--- config.mk ---
export PLATFORM = sky130hd
export DESIGN_NAME = audio_buffer_completion_pacer
export DESIGN_NICKNAME = d
export VERILOG_FILES = /design/src/hw/rtl/abcp_pkg.sv /design/src/hw/rtl/audio_buffer_completion_pacer.sv
export SDC_FILE = /design/constraint.sdc
export NUM_CORES = 2
export LEC_CHECK = 0
export ABC_AREA = 0
export BUFFER_PORTS_ARGS = -buffer_cell sky130_fd_sc_hd__buf_2
export CAP_MARGIN = 20
export CORE_UTILIZATION = 55
export DETAILED_ROUTE_END_ITERATION = 12
export PLACE_DENSITY = 0.72
export SLEW_MARGIN = 20
export SYNTH_ARGS = -nofsm -noshare
export SYNTH_HDL_FRONTEND = slang
export SYNTH_SLANG_ARGS = --single-unit
--- constraint.sdc ---
create_clock -name i_clk -period 10.1 [get_ports i_clk]
set_input_delay 0.505 -clock i_clk [delete_from_list [all_inputs] [get_ports i_clk]]
set_output_delay 0.505 -clock i_clk [all_outputs]
set_load 0.05 [all_outputs]
--- src/hw/rtl/abcp_pkg.sv ---
`default_nettype none

package abcp_pkg;

    // Queue depth and the widths that follow from it.
    localparam int MAX_BUFFERS = 50;
    localparam int IDX_W       = $clog2(MAX_BUFFERS);
    localparam int CNT_W       = $clog2(MAX_BUFFERS + 1);
    localparam int CMP_W       = ((CNT_W > 6) ? CNT_W : 6) + 2;

    // Fixed field widths.
    localparam int OP_W     = 3;
    localparam int TIME_W   = 32;
    localparam int ACTIVE_W = 6;
    localparam int BYTES_W  = 16;
    localparam int RATE_W   = 16;
    localparam int TAG_W    = 16;
    localparam int DUR_W    = 12;
    localparam int ADJ_W    = 9;

    // Operation codes.
    localparam logic [OP_W-1:0] OP_POLL   = 3'd0;
    localparam logic [OP_W-1:0] OP_QUEUE  = 3'd1;
    localparam logic [OP_W-1:0] OP_PAUSE  = 3'd2;
    localparam logic [OP_W-1:0] OP_RESUME = 3'd3;
    localparam logic [OP_W-1:0] OP_STOP   = 3'd4;

    localparam logic signed [RATE_W-1:0] RATE_ACCEPTED = 16'sd22050;

    // bytes*1000/22050 is worked as (bytes*20)/441 by reciprocal multiply.
    localparam int                 X_W           = 21;
    localparam int                 RCP441_W      = 24;
    localparam int                 RCP441_SHIFT  = 32;
    localparam logic [RCP441_W-1:0] RCP441       = 24'd9739154;
    localparam logic [8:0]         DIVISOR_441   = 9'd441;

    // Division of a 12-bit duration by ten.
    localparam int                 RCP10_W       = 13;
    localparam int                 RCP10_SHIFT   = 16;
    localparam logic [RCP10_W-1:0] RCP10         = 13'd6554;

    // Division of a short elapsed time (below 16384 ms) by fifty.
    localparam int                 ESMALL_W      = 14;
    localparam int                 RCP50_W       = 15;
    localparam int                 RCP50_SHIFT   = 20;
    localparam logic [RCP50_W-1:0] RCP50         = 15'd20972;

    // Completion handshake.
    typedef enum logic [1:0] {
        HS_IDLE = 2'd0,
        HS_COMP = 2'd1,
        HS_DEAD = 2'd2
    } t_hs;

    // Item sequencer.
    typedef enum logic [2:0] {
        SEQ_IDLE,
        SEQ_EXEC,
        SEQ_QDIV,
        SEQ_QWR,
        SEQ_POP,
        SEQ_ADJ1,
        SEQ_ADJ2,
        SEQ_OUT
    } t_seq;

endpackage

`default_nettype wire

--- src/hw/rtl/audio_buffer_completion_pacer.sv ---
`default_nettype none

// Audio buffer completion pacer. Each item is one event (poll, queue buffer,
// pause, resume or stop) and gives exactly one result item. Items are handled
// one at a time by a small sequencer around two FIFO memories (tags and
// durations, one read port each with registered read data). Pause, resume,
// stop, a refused queue event and a poll that releases nothing go from the
// execute step straight to the output step; an accepted queue event passes
// through a reciprocal multiply, a correction and a memory write; a poll
// that releases a buffer passes through a memory read, then, while buffers
// remain, the drift correction of the next deadline over two steps. The
// next item is taken as soon as the result sits in the output register, even
// while it still waits to be taken. No clearing pass is needed after reset.
module audio_buffer_completion_pacer (
    input  logic                         i_clk,
    input  logic                         i_rst_n,
    input  logic                         i_in_valid,
    output logic                         o_in_ready,
    input  logic [abcp_pkg::OP_W-1:0]    i_op,
    input  logic [abcp_pkg::TIME_W-1:0]  i_now_ms,
    input  logic [abcp_pkg::ACTIVE_W-1:0] i_active_streams,
    input  logic [abcp_pkg::BYTES_W-1:0] i_buffer_bytes,
    input  logic signed [abcp_pkg::RATE_W-1:0] i_sample_rate,
    input  logic [abcp_pkg::TAG_W-1:0]   i_source_tag,
    output logic                         o_out_valid,
    input  logic                         i_out_ready,
    output logic                         o_ready_res,
    output logic [abcp_pkg::TAG_W-1:0]   o_done_tag,
    output logic                         o_accepted,
    output logic [abcp_pkg::ACTIVE_W-1:0] o_queued_count
);
    import abcp_pkg::*;

    // Sequencer and persistent state.
    t_seq                     r_seq, n_seq;
    logic [CNT_W-1:0]         r_outstanding, n_outstanding;
    logic signed [CMP_W-1:0]  r_completions, n_completions;
    t_hs                      r_hs, n_hs;
    logic                     r_paused, n_paused;
    logic [TIME_W-1:0]        r_deadline, n_deadline;
    logic [TIME_W-1:0]        r_lqt, n_lqt;
    logic [TIME_W-1:0]        r_pause_start, n_pause_start;
    logic [IDX_W-1:0]         r_head, n_head;
    logic                     r_rel, n_rel;
    logic                     r_acc, n_acc;

    // Captured item and working registers.
    logic [OP_W-1:0]          r_op;
    logic [TIME_W-1:0]        r_now;
    logic [ACTIVE_W-1:0]      r_active;
    logic                     r_rate_ok;
    logic [TAG_W-1:0]         r_tag_in;
    logic [X_W-1:0]           r_x;
    logic [X_W+RCP441_W-1:0]  r_prod, n_prod;
    logic [DUR_W-1:0]         r_dur, n_dur;
    logic [TIME_W-1:0]        r_elapsed, n_elapsed;
    logic [ADJ_W-1:0]         r_max_adj, n_max_adj;
    logic                     r_pos, n_pos;
    logic                     r_cap, n_cap;
    logic [ESMALL_W-1:0]      r_esmall, n_esmall;

    // Output register.
    logic                     r_out_valid;
    logic                     r_ready_res;
    logic [TAG_W-1:0]         r_done_tag;
    logic                     r_accepted;
    logic [ACTIVE_W-1:0]      r_queued_count;

    // FIFO memories and their read data.
    logic [TAG_W-1:0]         tag_mem [MAX_BUFFERS];
    logic [DUR_W-1:0]         dur_mem [MAX_BUFFERS];
    logic [TAG_W-1:0]         r_tag_rd;
    logic [DUR_W-1:0]         r_dur_rd;

    // Handshake and sequencer control.
    logic                     s_accept;
    logic                     s_load;
    logic                     s_rd_en;
    logic                     s_wr_en;

    // Decision signals.
    logic                     s_poll_live;
    logic signed [CMP_W-1:0]  s_completed;
    logic signed [CMP_W-1:0]  s_comp_upd;
    t_hs                      s_hs;
    logic                     s_rel;
    logic                     s_q_ok;
    logic [IDX_W-1:0]         s_head_inc;
    logic [CNT_W:0]           s_wr_sum;
    logic [CNT_W:0]           s_wr_wrap;
    logic [IDX_W-1:0]         s_wr_slot;
    logic [DUR_W-1:0]         s_q_est;
    logic [X_W-1:0]           s_rem;
    logic [DUR_W+RCP10_W-1:0] s_div10;
    logic [ESMALL_W+RCP50_W-1:0] s_div50;
    logic [TIME_W-1:0]        s_cap_lim;
    logic [ADJ_W-1:0]         s_adj;
    logic [CNT_W+ACTIVE_W-1:0] s_count_ext;

    // Handshake outputs of the sequencer.
    always_comb begin
        o_in_ready = (r_seq == SEQ_IDLE);
        s_accept   = i_in_valid && o_in_ready;
        s_load     = (r_seq == SEQ_OUT) && (!r_out_valid || i_out_ready);
        s_rd_en    = (r_seq == SEQ_EXEC);
        s_wr_en    = (r_seq == SEQ_QWR);
    end

    // Poll handshake and queue admission, decided in the execute step.
    always_comb begin
        s_poll_live = (r_outstanding != '0) && !r_paused;
        s_completed = $signed({{(CMP_W-CNT_W){1'b0}}, r_outstanding})
                    - $signed({{(CMP_W-ACTIVE_W){1'b0}}, r_active});
        s_comp_upd  = (s_completed > r_completions) ? s_completed : r_completions;
        s_hs  = r_hs;
        s_rel = 1'b0;
        if (s_comp_upd > 0) begin
            if (s_hs == HS_IDLE) begin
                s_hs = HS_COMP;
            end else if (s_hs == HS_DEAD) begin
                s_hs  = HS_IDLE;
                s_rel = 1'b1;
            end
        end
        if (!s_rel && (r_now >= r_deadline)) begin
            if (s_hs == HS_IDLE) begin
                s_hs = HS_DEAD;
            end else if (s_hs == HS_COMP) begin
                s_hs  = HS_IDLE;
                s_rel = 1'b1;
            end
        end
        s_q_ok = r_rate_ok
              && ({{(TIME_W-ACTIVE_W){1'b0}}, r_active} < TIME_W'(MAX_BUFFERS))
              && (r_outstanding < CNT_W'(MAX_BUFFERS));
    end

    // FIFO slot arithmetic: head advance and tail write slot, both modulo the depth.
    always_comb begin
        s_head_inc = (r_head == IDX_W'(MAX_BUFFERS - 1)) ? '0 : r_head + 1'b1;
        s_wr_sum   = (CNT_W+1)'(r_head) + {1'b0, r_outstanding};
        s_wr_wrap  = (s_wr_sum >= (CNT_W+1)'(MAX_BUFFERS))
                   ? s_wr_sum - (CNT_W+1)'(MAX_BUFFERS) : s_wr_sum;
        s_wr_slot  = s_wr_wrap[IDX_W-1:0];
    end

    // Reciprocal divisions and the drift limit.
    always_comb begin
        s_q_est     = r_prod[RCP441_SHIFT +: DUR_W];
        s_rem       = r_x - (X_W'(s_q_est) * X_W'(DIVISOR_441));
        s_div10     = r_dur_rd * RCP10;
        s_cap_lim   = TIME_W'({r_max_adj, 5'b0}) + TIME_W'({r_max_adj, 4'b0})
                    + TIME_W'({r_max_adj, 1'b0});
        s_div50     = r_esmall * RCP50;
        s_adj       = r_cap ? r_max_adj : s_div50[RCP50_SHIFT +: ADJ_W];
        s_count_ext = {{ACTIVE_W{1'b0}}, r_outstanding};
    end

    // Next state of the sequencer.
    always_comb begin
        n_seq = r_seq;
        case (r_seq)
            SEQ_IDLE: begin
                if (s_accept) begin
                    n_seq = SEQ_EXEC;
                end
            end
            SEQ_EXEC: begin
                if (r_op == OP_POLL && s_poll_live && s_rel) begin
                    n_seq = SEQ_POP;
                end else if (r_op == OP_QUEUE && s_q_ok) begin
                    n_seq = SEQ_QDIV;
                end else begin
                    n_seq = SEQ_OUT;
                end
            end
            SEQ_QDIV: n_seq = SEQ_QWR;
            SEQ_QWR:  n_seq = SEQ_OUT;
            SEQ_POP: begin
                n_seq = (r_outstanding == '0) ? SEQ_OUT : SEQ_ADJ1;
            end
            SEQ_ADJ1: n_seq = SEQ_ADJ2;
            SEQ_ADJ2: n_seq = SEQ_OUT;
            SEQ_OUT: begin
                if (s_load) begin
                    n_seq = SEQ_IDLE;
                end
            end
            default: n_seq = SEQ_IDLE;
        endcase
    end

    // Datapath: read-modify-write of the pacing state, step by step.
    always_comb begin
        n_outstanding = r_outstanding;
        n_completions = r_completions;
        n_hs          = r_hs;
        n_paused      = r_paused;
        n_deadline    = r_deadline;
        n_lqt         = r_lqt;
        n_pause_start = r_pause_start;
        n_head        = r_head;
        n_rel         = r_rel;
        n_acc         = r_acc;
        n_prod        = r_prod;
        n_dur         = r_dur;
        n_elapsed     = r_elapsed;
        n_max_adj     = r_max_adj;
        n_pos         = r_pos;
        n_cap         = r_cap;
        n_esmall      = r_esmall;
        case (r_seq)
            SEQ_IDLE: begin
                if (s_accept) begin
                    n_rel = 1'b0;
                    n_acc = 1'b0;
                end
            end
            SEQ_EXEC: begin
                case (r_op)
                    OP_POLL: begin
                        if (s_poll_live) begin
                            n_hs = s_hs;
                            if (s_rel) begin
                                n_completions = s_comp_upd - $signed(CMP_W'(1));
                                n_outstanding = r_outstanding - 1'b1;
                                n_head        = s_head_inc;
                                n_rel         = 1'b1;
                            end else begin
                                n_completions = s_comp_upd;
                            end
                        end
                    end
                    OP_QUEUE: begin
                        n_prod = r_x * RCP441;
                    end
                    OP_PAUSE: begin
                        if (!r_paused) begin
                            n_paused      = 1'b1;
                            n_pause_start = r_now;
                        end
                    end
                    OP_RESUME: begin
                        if (r_outstanding != '0) begin
                            n_deadline = r_deadline + (r_now - r_pause_start);
                        end
                        n_paused = 1'b0;
                    end
                    OP_STOP: begin
                        n_outstanding = '0;
                        n_completions = '0;
                        n_hs          = HS_IDLE;
                        n_paused      = 1'b0;
                        n_deadline    = '0;
                        n_lqt         = '0;
                        n_pause_start = '0;
                        n_head        = '0;
                    end
                    default: begin
                    end
                endcase
            end
            SEQ_QDIV: begin
                // The estimate is the quotient or one short of it.
                n_dur = (s_rem >= X_W'(DIVISOR_441)) ? s_q_est + 1'b1 : s_q_est;
            end
            SEQ_QWR: begin
                if (r_outstanding == '0) begin
                    n_deadline = r_now + TIME_W'(r_dur);
                    n_lqt      = r_now;
                    if (r_paused) begin
                        n_pause_start = r_now;
                    end
                end
                n_outstanding = r_outstanding + 1'b1;
                n_acc         = 1'b1;
            end
            SEQ_POP: begin
                n_dur     = r_dur_rd;
                n_elapsed = r_deadline - r_lqt;
                n_max_adj = s_div10[RCP10_SHIFT +: ADJ_W];
            end
            SEQ_ADJ1: begin
                // Positive drift is a twos-complement test on the difference.
                n_pos    = !r_elapsed[TIME_W-1] && (r_elapsed != '0);
                n_cap    = (r_elapsed >= s_cap_lim);
                n_esmall = r_elapsed[ESMALL_W-1:0];
            end
            SEQ_ADJ2: begin
                if (r_pos) begin
                    n_deadline = r_deadline + (TIME_W'(r_dur) - TIME_W'(s_adj));
                end else begin
                    n_deadline = r_lqt + TIME_W'(r_dur);
                end
                n_lqt = r_now;
            end
            default: begin
            end
        endcase
    end

    // Control state registers.
    always_ff @(posedge i_clk) begin
        if (!i_rst_n) begin
            r_seq         <= SEQ_IDLE;
            r_outstanding <= '0;
            r_completions <= '0;
            r_hs          <= HS_IDLE;
            r_paused      <= 1'b0;
            r_deadline    <= '0;
            r_lqt         <= '0;
            r_pause_start <= '0;
            r_head        <= '0;
            r_rel         <= 1'b0;
            r_acc         <= 1'b0;
            r_out_valid   <= 1'b0;
        end else begin
            r_seq         <= n_seq;
            r_outstanding <= n_outstanding;
            r_completions <= n_completions;
            r_hs          <= n_hs;
            r_paused      <= n_paused;
            r_deadline    <= n_deadline;
            r_lqt         <= n_lqt;
            r_pause_start <= n_pause_start;
            r_head        <= n_head;
            r_rel         <= n_rel;
            r_acc         <= n_acc;
            if (s_load) begin
                r_out_valid <= 1'b1;
            end else if (i_out_ready) begin
                r_out_valid <= 1'b0;
            end
        end
    end

    // Item capture, working registers and the output payload.
    always_ff @(posedge i_clk) begin
        if (s_accept) begin
            r_op      <= i_op;
            r_now     <= i_now_ms;
            r_active  <= i_active_streams;
            r_rate_ok <= (i_sample_rate == RATE_ACCEPTED);
            r_tag_in  <= i_source_tag;
            r_x       <= X_W'({i_buffer_bytes, 4'b0}) + X_W'({i_buffer_bytes, 2'b0});
        end
        r_prod    <= n_prod;
        r_dur     <= n_dur;
        r_elapsed <= n_elapsed;
        r_max_adj <= n_max_adj;
        r_pos     <= n_pos;
        r_cap     <= n_cap;
        r_esmall  <= n_esmall;
        if (s_load) begin
            r_ready_res    <= r_rel;
            r_done_tag     <= r_rel ? r_tag_rd : '0;
            r_accepted     <= r_acc;
            r_queued_count <= s_count_ext[ACTIVE_W-1:0];
        end
    end

    // FIFO memories: the tail write and the head reads never meet in one
    // cycle, as the sequencer handles one item at a time.
    always_ff @(posedge i_clk) begin
        if (s_wr_en) begin
            tag_mem[s_wr_slot] <= r_tag_in;
            dur_mem[s_wr_slot] <= r_dur;
        end
        if (s_rd_en) begin
            r_tag_rd <= tag_mem[r_head];
            r_dur_rd <= dur_mem[s_head_inc];
        end
    end

    assign o_out_valid    = r_out_valid;
    assign o_ready_res    = r_ready_res;
    assign o_done_tag     = r_done_tag;
    assign o_accepted     = r_accepted;
    assign o_queued_count = r_queued_count;

endmodule

`default_nettype wire

==> flow_summary.json <==
{
  "status": "complete, no violations",
  "min_from": "i_buffer_bytes[14]",
  "fin_util_pct": 61.7,
  "critPathCaptureType": "register",
  "syn-instance-count": 6461,
  "yosysWarnings": 0,
  "synth_top_area_cell": "edfxtp_1",
  "hp-class": "input port to register",
  "grt.total_usage_pct": 27.9,
  "timing.hold.ws_ns": 0.0861,
  "clkPwrFrac_pct": 22.0,
  "worst_ep_required_time_ns": 10.81,
  "slowest_stage": "fa_1",
  "wire_per_inst_um": 25.8,
  "p_sw_share_pct": 38.7,
  "wl_met1_um": 91400,
  "yosysUniqueCellTypes": 91,
  "place_congestion": 0.914,
  "ctsLongestPathBuffers": 3,
  "worstSetupPathType": "register to register",
  "grt_pass1_wl_um": 353000,
  "htreeDepth": 4,
  "setup.worst_path.start_class": "register",
  "yosysMostFrequentCell": "edfxtp_1",
  "synth_ff_type": "edfxtp_1",
  "path_common_cell": "fa_1",
  "cp_max_fo": 8,
  "slowest_delay_ns": 0.55,
  "synthArstFlopShare_pct": 0,
  "setup_violations": 0,
  "route.detailed.drc": 0,
  "dr.pass1.iters": 9,
  "antenna_found_initial": 8,
  "vias": 56300,
  "clk_latency_ns": 0.83,
  "p_leak_uw": 0.0382,
  "cts-root-buf": "clkbuf_16",
  "drt_iter0_drc": 5853,
  "place.detailed.hpwl_um": 145000,
  "timing.rr.start": "r_esmall[10]",
  "drive_gt1_share_pct": 14.7,
  "cts_buffers": 172,
  "syn_area_um2": 92400,
  "p_switching_uw": 11600,
  "start_util_pct": 55.3,
  "ys_seq_area_share_pct": 55.0,
  "wl_met2_um": 115000,
  "p_comb_share_pct": 48.3,
  "nets": 7849,
  "routed.top_layer": "met5",
  "grt-ovfl-total": 0,
  "ir_drop_uv": 468,
  "yosysTopAreaCellShare_pct": 52.3,
  "synth_area_leaders": "edfxtp_1 52%, ha_1 9.5%, mux4_2 8.8%",
  "ys_top_cells_by_count": "1,610 x edfxtp_1, 747 x inv_1, 699 x ha_1",
  "viasPerCell": 6.20,
  "routed_wirelength_um": 234000,
  "power.density_nw_per_um2": 291,
  "fin_skew_ns": 0.0678,
  "clkSlewWorstSetupHoldPaths_ns": 0.07,
  "arrival_ns": 10.30,
  "num-fill-cells": 12100,
  "grt_pass1_vias": 57400,
  "port_buffers": 118,
  "finalCriticalPeriod_ns": 9.59,
  "hold_viol_final": 0,
  "wl_met3_um": 19200,
  "period_share_pct": 94.9,
  "die-area_um2": 170000,
  "postSynthNetCount": 7578,
  "coreArea_um2": 167000,
  "rows": 150,
  "io_pins": 119,
  "critPathLaunch": "r_esmall[10]",
  "fmax_mhz": 104,
  "p_int_uw": 18400,
  "p_seq_share_pct": 29.7,
  "slew_violations": 0,
  "cap_violations": 0,
  "cts_tree": "built",
  "avgSynthCellArea_um2": 14.3,
  "synth_edf_count": 1610,
  "die_y_um": 412,
  "grt_max_degree": 179,
  "die_w_um": 412,
  "slew_headroom_pct": 26.6,
  "clock-sinks": 1735,
  "area_delta_synth_final_pct": 11.6,
  "tightest_slew_ns": 1.09,
  "ant_nets": 0,
  "synth_seq_cells": 1735
}
==> critical path, delay by kind of cell, from the launching register on <==
family	cells	cell delay (ns)
flip-flops	1	0.47
adder cells (fa/ha/maj)	8	3.38
buffers and inverters	5	0.58
XOR/XNOR	2	0.35
AND/OR/NAND/NOR	8	1.30
AO/OA/AOI/OAI	18	3.41
==> cell usage in the layout (no fill, tap or decap), types with 99 or more instances in the layout <==
cell,synthesis,routed
edfxtp_1,1610,1610
inv_1,747,744
ha_1,699,696
mux4_2,363,363
fa_1,325,325
nand2_1,282,281
a21oi_1,237,230
o21ai_0,234,230
nor2_1,253,196
xnor2_1,177,177
clkbuf_16,0,173
buf_4,0,141
dfxtp_1,125,120
nand3_1,119,119
buf_2,9,117
a21o_1,105,105
o22ai_1,99,99
==> power by group through the flow <==
stage,Clock [uW],Sequential (uW),Combinational [uW]
finish,6600,8890,14500
global route,6930,8910,16600
CTS,6680,8880,14500
detailed placement,0,9030,14200
global placement,0,9030,13900
floorplan,0,9030,10500
==> path summary, 6_finish.rpt <==
path | end | slack [ns] | cells past startpoint
max reg2reg | r_deadline[31] | 0.51 | 41
max | r_deadline[31] | 0.51 | 41
min | r_x[18] | 0.09 | 2
min reg2reg | o_accepted | 0.44 | 0
==> per-layer routing <==
metal  GRT usage, %  vias up
li1               -    24800
met1           37.2    28500
met2           46.7     2625
met3           4.09      479
met4           10.6        2
met5              0        -
==> cell families (layout without fill, tap and decap cells) <==
| family | count (synthesis) | count (layout) | share of synthesized area (%) |
|---|---|---|---|
| AOI/OAI and AO/OA | 1138 | 1138 | 8.07 |
| DFF | 1735 | 1735 | 55.0 |
| muxes | 412 | 412 | 9.40 |
| adders and majority gates | 1024 | 1024 | 16.5 |
| and+or+nand+nor | 950 | 950 | 4.83 |
| other | 0 | 4 | 0 |
| xor gates and xnor gates | 229 | 229 | 2.17 |
| buffers and inverters | 973 | 1387 | 3.97 |
==> layout make-up <==
| type | count | area [um^2] | area share (%) |
|---|---|---|---|
| Antenna cell | 4 | 10.0 | 0.00971 |
| Tap cell | 2204 | 2760 | 2.67 |
| Multi-Input combinational cell | 3753 | 38500 | 37.3 |
| Clock buffer | 201 | 4450 | 4.32 |
| Clock inverter | 116 | 1390 | 1.34 |
| Sequential cell | 1735 | 50900 | 49.3 |
| Inverter | 748 | 2810 | 2.73 |
| Timing Repair Buffer | 322 | 2320 | 2.25 |
==> metrics by stage <==
| stage | area, um^2 | setup TNS [ns] | std cells | worst slack, ns | power (uW) |
|---|---|---|---|---|---|
| after floorplan | 92400 | 0 | 6461 | 0.589 | 19500 |
| after global placement | 96400 | 0 | 8685 | 0.0927 | 23000 |
| after detailed placement | 96400 | 0 | 8685 | 0.0708 | 23300 |
| after CTS | 103000 | 0 | 9066 | 0.0107 | 30000 |
| after global routing | 103000 | -0.151 | 9081 | -0.151 | 32400 |
| final | 103000 | 0 | 9083 | 0.513 | 30000 |
==> flip-flops by register name (all words and copies together) (netlist names), 6 cells and up <==
signal,flops
r_completions,8
dur_mem,600
o_queued_count,6
r_max_adj,9
r_active,6
r_pause_start,32
r_tag_in,16
r_now,32
r_outstanding,6
o_done_tag,16
tag_mem,800
r_prod,12
r_deadline,32
r_tag_rd,16
r_lqt,32
r_x,19
r_elapsed,32
r_esmall,14
r_head,6
r_dur_rd,12
r_dur,12
==> timing repair <==
action                                  in CTS  in global routing
endpoints found under the setup margin       1                  8
endpoints found under the hold margin       60                  0
buffers inserted                             4                 12
hold buffers                                60                  0
pin swaps                                    0                  7
gates resized for setup                      0                 25
Power figures use the tool's default switching activity.
